`config.mk`:
```
export PLATFORM = sky130hd
export DESIGN_NAME = word_ring_shift_xor_rng
export DESIGN_NICKNAME = d
export VERILOG_FILES = /design/src/rtl/core/wrxr_pkg.sv /design/src/rtl/core/wrxr_cell.sv /design/src/rtl/core/wrxr_seeder.sv /design/src/rtl/core/word_ring_shift_xor_rng.sv
export SDC_FILE = /design/constraint.sdc
export NUM_CORES = 2
export LEC_CHECK = 0
export ABC_AREA = 1
export ABC_CLOCK_PERIOD_IN_PS = 9100
export BUFFER_PORTS_ARGS = -buffer_cell sky130_fd_sc_hd__buf_4
export CORE_ASPECT_RATIO = 0.5
export CORE_MARGIN = 2
export CORE_UTILIZATION = 40
export CTS_CLUSTER_SIZE = 24
export DETAILED_ROUTE_END_ITERATION = 6
export GPL_ROUTABILITY_DRIVEN = 1
export SETUP_SLACK_MARGIN = 0.02
export SLEW_MARGIN = 10
export SYNTH_ARGS = -nofsm -noshare
export SYNTH_HDL_FRONTEND = slang
export SYNTH_SLANG_ARGS = --single-unit
export TNS_END_PERCENT = 5
```
`constraint.sdc`:
```
create_clock -name clock -period 9.1 [get_ports clock]
set_input_delay 1.82 -clock clock [delete_from_list [all_inputs] [get_ports clock]]
set_output_delay 1.82 -clock clock [all_outputs]
set_load 0.02 [all_outputs]
```
`src/rtl/core/wrxr_pkg.sv`:
```
// Shared types, constants and helpers for the word ring shift/xor generator.
// No dependencies; imported by every module in rtl/core.
package wrxr_pkg;

   localparam int RING_WORDS = 32;
   localparam int IDX_W      = $clog2(RING_WORDS);
   localparam int CNT_W      = IDX_W;
   localparam int WORD_W     = 32;
   localparam int SHIFT_W    = 5;
   localparam int CSR_IDX_W  = 3;
   localparam int CSR_DATA_W = 32;

   // tap sum (tap + 1) reaches 32 and must fit next to a full ring index
   localparam int TAP_SUM_W  = ((IDX_W > 6) ? IDX_W : 6) + 1;
   localparam int TAP_STEPS  = 32 / RING_WORDS;

   localparam logic [WORD_W-1:0] SEED_MULT = 32'd1812433253;
   localparam int                BACK_TAP  = 4;

   localparam logic [SHIFT_W-1:0] TAP_OFFSET_RST    = 5'd11;
   localparam logic [SHIFT_W-1:0] SHIFT_LEFT_A_RST  = 5'd5;
   localparam logic [SHIFT_W-1:0] SHIFT_LEFT_B_RST  = 5'd1;
   localparam logic [SHIFT_W-1:0] SHIFT_RIGHT_C_RST = 5'd1;

   typedef enum logic [CSR_IDX_W-1:0] {
      CSR_TAP_OFFSET    = 3'd0,
      CSR_SHIFT_LEFT_A  = 3'd1,
      CSR_SHIFT_LEFT_B  = 3'd2,
      CSR_SHIFT_RIGHT_C = 3'd3
   } csr_index_type;

   typedef enum logic [0:0] {
      FUNC_SEED     = 1'b0,
      FUNC_GENERATE = 1'b1
   } func_type;

   typedef enum logic [0:0] {
      SEED_IDLE = 1'b0,
      SEED_RUN  = 1'b1
   } seed_state_type;

   // seeder -> ring control
   typedef struct packed {
      logic              shift;
      logic              done;
      logic [WORD_W-1:0] word;
   } seed_ctl_type;

   // ring position of tap b after the ring advances one step
   function automatic logic [IDX_W-1:0] tap_position(input logic [SHIFT_W-1:0] tap);
      logic [TAP_SUM_W-1:0] sum;
      sum = TAP_SUM_W'(tap) + TAP_SUM_W'(1);
      for (int s = 0; s < TAP_STEPS; s++) begin
         if (sum >= TAP_SUM_W'(RING_WORDS)) begin
            sum = sum - TAP_SUM_W'(RING_WORDS);
         end
      end
      return sum[IDX_W-1:0];
   endfunction

endpackage

```
`src/rtl/core/wrxr_cell.sv`:
```
// One ring cell: a 32-bit word that takes its neighbor's word on each shift,
// or an alternate word at the ring ends. Depends on wrxr_pkg.
module wrxr_cell (
   input  logic                       clock,
   input  logic                       reset,
   input  logic                       load,
   input  logic                       alt_sel,
   input  logic [wrxr_pkg::WORD_W-1:0] neighbor_word,
   input  logic [wrxr_pkg::WORD_W-1:0] alt_word,
   output logic [wrxr_pkg::WORD_W-1:0] word_out
);
   import wrxr_pkg::*;

   logic [WORD_W-1:0] word_ff;
   logic [WORD_W-1:0] word_in;

   always_comb begin
      word_in = word_ff;
      if (load) begin
         word_in = alt_sel ? alt_word : neighbor_word;
      end
   end

   always_ff @(posedge clock) begin
      if (reset) begin
         word_ff <= '0;
      end else begin
         word_ff <= word_in;
      end
   end

   assign word_out = word_ff;

endmodule

```
`src/rtl/core/wrxr_seeder.sv`:
```
// Seed sequencer: walks the ring once, producing one seed word per cycle
// into the ring tail. Depends on wrxr_pkg.
module wrxr_seeder (
   input  logic                        clock,
   input  logic                        reset,
   input  logic                        start,
   input  logic [wrxr_pkg::WORD_W-1:0] seed_word,
   output logic                        busy,
   output wrxr_pkg::seed_ctl_type      seed_ctl
);
   import wrxr_pkg::*;

   seed_state_type    state_ff, state_in;
   logic [WORD_W-1:0] seed_ff, seed_in;
   logic [CNT_W-1:0]  count_ff, count_in;
   logic [WORD_W-1:0] mixed;

   assign mixed = seed_ff ^ (seed_ff >> 30);

   always_ff @(posedge clock) begin
      if (reset) begin
         state_ff <= SEED_IDLE;
         count_ff <= '0;
      end else begin
         state_ff <= state_in;
         count_ff <= count_in;
      end
   end

   always_ff @(posedge clock) begin
      seed_ff <= seed_in;
   end

   always_comb begin
      state_in      = state_ff;
      count_in      = count_ff;
      seed_in       = seed_ff;
      seed_ctl      = '0;
      seed_ctl.word = seed_ff;
      busy          = 1'b0;
      unique case (state_ff)
         SEED_IDLE: begin
            if (start) begin
               seed_in  = seed_word;
               count_in = '0;
               state_in = SEED_RUN;
            end
         end
         SEED_RUN: begin
            busy           = 1'b1;
            seed_ctl.shift = 1'b1;
            seed_in        = (mixed * SEED_MULT) + WORD_W'(count_ff);
            count_in       = count_ff + CNT_W'(1);
            if (count_ff == CNT_W'(RING_WORDS - 1)) begin
               seed_ctl.done = 1'b1;
               count_in      = '0;
               state_in      = SEED_IDLE;
            end
         end
         default: begin
            state_in = SEED_IDLE;
         end
      endcase
   end

   a_done_ends_run: assert property (@(posedge clock) disable iff (reset)
      seed_ctl.done |=> (state_ff == SEED_IDLE))
      else $error("seeder still running after done");

endmodule

```
`src/rtl/core/word_ring_shift_xor_rng.sv`:
```
// Top level of the word ring shift/xor generator: ring of cells, seeder,
// tap muxing and the result register. Depends on wrxr_pkg, wrxr_cell, wrxr_seeder.
//
//   channel | direction | handshake              | payload
//   req_    | in        | req_valid / req_stall  | req_func, req_seed_word
//   rsp_    | out       | rsp_valid / rsp_stall  | rsp_random_word, rsp_seeded_ack
//   csr_    | in        | csr_valid / csr_ready  | csr_index, csr_data
//
// Generate: one request per cycle while req_stall is low, result in the next cycle;
// the ring rotates one cell per request, so the current word always sits in cell 0.
// Seed: a load, then one ring shift per word through the seed multiplier;
// req_stall is high while the seeder runs.
// req_stall is also high while a result is held by rsp_stall.
// Reset clears the ring to zero and restores the register defaults.
module word_ring_shift_xor_rng (
   input  logic                            clock,
   input  logic                            reset,
   input  logic                            req_valid,
   output logic                            req_stall,
   input  logic                            req_func,
   input  logic [wrxr_pkg::WORD_W-1:0]     req_seed_word,
   output logic                            rsp_valid,
   input  logic                            rsp_stall,
   output logic [wrxr_pkg::WORD_W-1:0]     rsp_random_word,
   output logic                            rsp_seeded_ack,
   input  logic                            csr_valid,
   output logic                            csr_ready,
   input  logic [wrxr_pkg::CSR_IDX_W-1:0]  csr_index,
   input  logic [wrxr_pkg::CSR_DATA_W-1:0] csr_data
);
   import wrxr_pkg::*;

   logic [SHIFT_W-1:0] tap_offset_ff, tap_offset_in;
   logic [SHIFT_W-1:0] shl_a_ff, shl_a_in;
   logic [SHIFT_W-1:0] shl_b_ff, shl_b_in;
   logic [SHIFT_W-1:0] shr_c_ff, shr_c_in;

   logic              rsp_valid_ff, rsp_valid_in;
   logic [WORD_W-1:0] rsp_word_ff, rsp_word_in;
   logic              rsp_ack_ff, rsp_ack_in;

   logic [WORD_W-1:0] cell_word [RING_WORDS];
   logic              ring_shift;
   logic              seed_busy;
   seed_ctl_type      seed_ctl;

   logic              req_fire;
   logic              gen_fire;
   logic              seed_start;
   logic [WORD_W-1:0] word_a, word_b, word_c, gen_word;

   // ---- configuration registers ----
   assign csr_ready = 1'b1;

   always_comb begin
      tap_offset_in = tap_offset_ff;
      shl_a_in      = shl_a_ff;
      shl_b_in      = shl_b_ff;
      shr_c_in      = shr_c_ff;
      if (csr_valid) begin
         unique case (csr_index)
            CSR_TAP_OFFSET:    tap_offset_in = csr_data[SHIFT_W-1:0];
            CSR_SHIFT_LEFT_A:  shl_a_in      = csr_data[SHIFT_W-1:0];
            CSR_SHIFT_LEFT_B:  shl_b_in      = csr_data[SHIFT_W-1:0];
            CSR_SHIFT_RIGHT_C: shr_c_in      = csr_data[SHIFT_W-1:0];
            default: begin
            end
         endcase
      end
   end

   always_ff @(posedge clock) begin
      if (reset) begin
         tap_offset_ff <= TAP_OFFSET_RST;
         shl_a_ff      <= SHIFT_LEFT_A_RST;
         shl_b_ff      <= SHIFT_LEFT_B_RST;
         shr_c_ff      <= SHIFT_RIGHT_C_RST;
      end else begin
         tap_offset_ff <= tap_offset_in;
         shl_a_ff      <= shl_a_in;
         shl_b_ff      <= shl_b_in;
         shr_c_ff      <= shr_c_in;
      end
   end

   // ---- request intake ----
   assign req_stall  = seed_busy || (rsp_valid_ff && rsp_stall);
   assign req_fire   = req_valid && !req_stall;
   assign gen_fire   = req_fire && (req_func == FUNC_GENERATE);
   assign seed_start = req_fire && (req_func == FUNC_SEED);
   assign ring_shift = gen_fire || seed_ctl.shift;

   // ---- taps, seen before the ring advances ----
   assign word_a   = cell_word[1];
   assign word_b   = cell_word[tap_position(tap_offset_ff)];
   assign word_c   = cell_word[RING_WORDS + 1 - BACK_TAP];
   assign gen_word = (word_a << shl_a_ff) ^ word_a
                   ^ (word_b << shl_b_ff) ^ word_b
                   ^ (word_c >> shr_c_ff) ^ word_c;

   // ---- ring of cells, rotating toward cell 0 ----
   for (genvar k = 0; k < RING_WORDS; k++) begin : g_cell
      logic [WORD_W-1:0] alt_word;
      logic              alt_sel;

      if (k == 0) begin : g_head
         assign alt_word = gen_word;
         assign alt_sel  = gen_fire;
      end else if (k == RING_WORDS - 1) begin : g_tail
         assign alt_word = seed_ctl.word;
         assign alt_sel  = seed_ctl.shift;
      end else begin : g_mid
         assign alt_word = cell_word[k + 1];
         assign alt_sel  = 1'b0;
      end

      wrxr_cell u_cell (
         .clock         (clock),
         .reset         (reset),
         .load          (ring_shift),
         .alt_sel       (alt_sel),
         .neighbor_word (cell_word[(k + 1) % RING_WORDS]),
         .alt_word      (alt_word),
         .word_out      (cell_word[k])
      );
   end

   wrxr_seeder u_seeder (
      .clock     (clock),
      .reset     (reset),
      .start     (seed_start),
      .seed_word (req_seed_word),
      .busy      (seed_busy),
      .seed_ctl  (seed_ctl)
   );

   // ---- result register ----
   always_comb begin
      rsp_valid_in = rsp_valid_ff && rsp_stall;
      rsp_word_in  = rsp_word_ff;
      rsp_ack_in   = rsp_ack_ff;
      priority if (gen_fire) begin
         rsp_valid_in = 1'b1;
         rsp_word_in  = gen_word;
         rsp_ack_in   = 1'b0;
      end else if (seed_ctl.done) begin
         rsp_valid_in = 1'b1;
         rsp_word_in  = '0;
         rsp_ack_in   = 1'b1;
      end
   end

   always_ff @(posedge clock) begin
      if (reset) begin
         rsp_valid_ff <= 1'b0;
      end else begin
         rsp_valid_ff <= rsp_valid_in;
      end
   end

   always_ff @(posedge clock) begin
      rsp_word_ff <= rsp_word_in;
      rsp_ack_ff  <= rsp_ack_in;
   end

   assign rsp_valid       = rsp_valid_ff;
   assign rsp_random_word = rsp_word_ff;
   assign rsp_seeded_ack  = rsp_ack_ff;

   a_no_gen_while_seeding: assert property (@(posedge clock) disable iff (reset)
      seed_busy |-> !gen_fire)
      else $error("generate accepted while ring is seeding");

   a_seed_done_result: assert property (@(posedge clock) disable iff (reset)
      seed_ctl.done |=> (rsp_valid && rsp_seeded_ack && (rsp_random_word == '0)))
      else $error("seed completion did not post an acknowledge");

   a_gen_result: assert property (@(posedge clock) disable iff (reset)
      gen_fire |=> (rsp_valid && !rsp_seeded_ack && (rsp_random_word == cell_word[0])))
      else $error("generated word missing from result or ring head");

   a_done_slot_free: assert property (@(posedge clock) disable iff (reset)
      seed_ctl.done |-> !(rsp_valid_ff && rsp_stall))
      else $error("seed completion found the result register occupied");

endmodule

```
==> results.py <==
metrics = {
    "outcome": {
        "status": "finished, final reports clean",
    },
    "cells_and_area": {
        "area_growth_pct": 7.04,
        "nFillCells": 16657,
        "ff_latch_area_um2": 23000,
        "final_net_count": 9409,
        "drive_gt1_share_pct": 4.37,
        "multiInputGateArea_um2": 36300,
        "utilization_pct": 43.3,
    },
    "timing": {
        "final.period_utilization_pct": 74.9,
        "fmax_mhz": 147,
        "fin_skew_ns": 0.0661,
        "period_needed_ns": 6.81,
        "final_hold_viol_count": 0,
        "setup-violations-final": 0,
        "rsz0062_at_grt": "no",
        "relSlewSlack_pct": 22.1,
        "setup_tns_ns": 0,
        "worst_pin_slew_ns": 1.17,
        "whs_ns": 0.465,
        "slew_violations": 0,
    },
    "synthesis": {
        "synthArstFlopShare_pct": 0,
        "synth_nets": 9826,
        "syn_area_um2": 64000,
        "synth_cell_types": 62,
        "ys.flop_type": "dfxtp_1",
        "yosysSeqAreaShare_pct": 35.9,
        "ys.warnings.count": 0,
        "ys_ff_latch": 1116,
        "syn_avg_cell_area_um2": 6.83,
        "synth-edff-count": 64,
        "syn_inst": 9360,
    },
    "grt": {
        "first_global_vias": 53416,
        "antenna_found_initial": 8,
        "grt.total_usage_pct": 24.4,
        "grt_pass1_wl_um": 319000,
        "grt-ovfl-total": 0,
        "grt_max_degree": 238,
    },
    "floorplan": {
        "dieArea_um2": 163000,
        "core_um2": 158000,
        "die_h_um": 287,
        "pin_count": 109,
        "initial_core_util_pct": 40.4,
        "die_w_um": 569,
        "std_cell_rows": 103,
    },
    "clock_tree": {
        "numCtsBuffers": 106,
        "cts_root_buf": "clkbuf_16",
        "clk_latency_ns": 0.75,
        "cts_max_path_buffers": 3,
        "cts_sinks": 1116,
        "cts_setup_buffers": 0,
        "cts.clk_slew.worst_paths_ns": 0.06,
        "cts_tree": "done",
        "cts-resized-gates": 0,
        "h-tree-depth": 3,
        "cts-hold-fix-buffers": 0,
    },
    "worst_setup_path": {
        "cp.required_ns": 9.57,
        "arrival_ns": 7.28,
        "endpoint_kind": "flop",
        "path_max_fanout": 5,
        "path_class": "flop to flop",
        "slowest_delay_ns": 0.51,
        "slowest_stage": "fa_1",
        "ff2ff_path_depth": 29,
        "cp-start-kind": "flop",
        "cp_common_cell": "inv_1",
    },
    "routing": {
        "routed_wirelength_um": 205000,
        "viasPerCell": 5.36,
        "num_vias": 59656,
        "first_pass_iters": 6,
        "wire_per_inst_um": 18.4,
        "drtIter0Drc": 6506,
        "antenna_left": 0,
        "drc_errors": 0,
    },
    "placed_design": {
        "gp_congestion": 0.986,
        "io_buffers": 80,
        "dp_hpwl_um": 129000,
    },
    "hold_path": {
        "min_path_type": "flop to flop",
        "whs_path_depth": 2,
    },
    "flow_run": {
        "drv_cap": 0,
    },
}
==> worst paths after layout <==
path / start / to / slack, ns
worst max-delay path: u_seeder.seed_ff[30] / u_seeder.seed_ff[30] / 2.29
worst min-delay path: u_seeder.count_ff[3] / u_seeder.count_ff[3] / 0.46
worst max register to register: u_seeder.seed_ff[30] / u_seeder.seed_ff[30] / 2.29
worst min register to register: u_seeder.count_ff[3] / u_seeder.count_ff[3] / 0.46
==> state kept, by name, summed over array words and instances (netlist names) <==
name / cells
shr_c_ff: 5
rsp_valid: 1
u_seeder.state_ff: 1
tap_offset_ff: 5
shl_a_ff: 5
u_seeder.count_ff: 5
g_cell.u_cell.word_out: 1024
u_seeder.seed_ff: 32
rsp_random_word: 32
shl_b_ff: 5
rsp_seeded_ack: 1
==> routing by layer <==
metal | share of wire (%) | GRT usage [%] | wire, µm
met1 | 49 | 37.7 | 101000
met2 | 41 | 34.9 | 83900
met3 | 7.7 | 4.05 | 15800
met4 | 2.0 | 5.34 | 4150
met5 | 0.022 | 0 | 46
==> synth_stat cells (4+ instances only) <==
cell type,instances,area [µm²]
nand3_1,1152,5770
buf_1,12,45.0
nor2_1,1876,7040
nand3_2,25,250
a21oi_1,165,826
nor3_1,9,45.0
inv_2,8,30.0
o22ai_1,5,31.3
o221ai_1,7,61.3
dfxtp_1,1052,21100
fa_1,148,2960
o21ai_0,1211,6060
mux2i_1,24,240
or2_2,20,125
o211ai_1,21,158
buf_4,40,300
clkinv_1,8,30.0
buf_6,25,282
buf_2,200,1000
nand4_1,16,100
edfxtp_1,64,1920
nand3b_1,4,30.0
or2_1,4,25.0
xnor2_1,60,526
nand2_1,1953,7330
inv_1,418,1570
a211oi_1,11,82.6
clkbuf_1,391,1470
o21ai_1,10,50.1
a31oi_1,43,269
nand2_2,9,56.3
a21o_1,5,37.5
xor2_1,83,727
ha_1,245,3070
==> worst max-delay path, delay by kind of cell, from the launching register on <==
family,cells,cell delay [ns]
flip-flops,1,0.49
buffers and inverters,7,0.53
adder cells (fa/ha/maj),9,3.37
AND/OR/NAND/NOR,7,0.78
AO/OA/AOI/OAI,4,0.79
XOR/XNOR,2,0.56
==> cell type report <==
class	count	share of cell area (%)
clock inverter	32	0.629
inverter	437	2.48
antenna	2	0.00731
sequential	1116	33.6
clock buffer	165	4.66
tap	2100	3.84
multi-input combinational	7138	53.0
timing repair buffer	144	1.85
==> cell families (layout without fill, tap and decap cells) <==
family / after synthesis / after routing / share of synthesized area [%]
compound gates: 1490 / 1490 / 12.0
xor+xnor: 148 / 148 / 2.12
fa+ha+maj: 393 / 393 / 9.43
buf+inv: 1106 / 778 / 7.44
flops: 1116 / 1116 / 35.9
mux: 26 / 26 / 0.411
other cells: 1 / 3 / 0.00586
simple gates: 5080 / 5080 / 32.7
==> metrics by stage <==
stage / cells / worst slack [ns] / instance area (µm²)
floorplan: 9360 / 3.10 / 64000
global placement: 10935 / 2.34 / 64800
detailed placement: 10935 / 2.36 / 64800
CTS: 11132 / 2.31 / 68500
finish: 11134 / 2.29 / 68500
global route: 11132 / 1.89 / 68500
==> cell usage in the layout, fill, tap and decap left out, drive strengths merged, types with 2 or more instances in the layout <==
cell	count
a31oi	43
buf	144
o221ai	7
edfxtp	64
xor2	86
clkinv	29
fa	148
nand2	1964
nand4	16
nor2	1879
nand3	1177
clkinvlp	3
ha	245
bufinv	6
a22oi	2
diode	2
or2	26
mux2	2
nor3	9
dfxtp	1052
xnor3	2
o21a	2
mux2i	24
nand3b	5
o21ai	1221
inv	431
clkbuf	165
o22ai	5
a21oi	166
a21o	5
xnor2	60
o211ai	21
a211oi	11
Power is not shown: default switching activity piles up to over one toggle a cycle in this logic, so the estimate is an artifact.
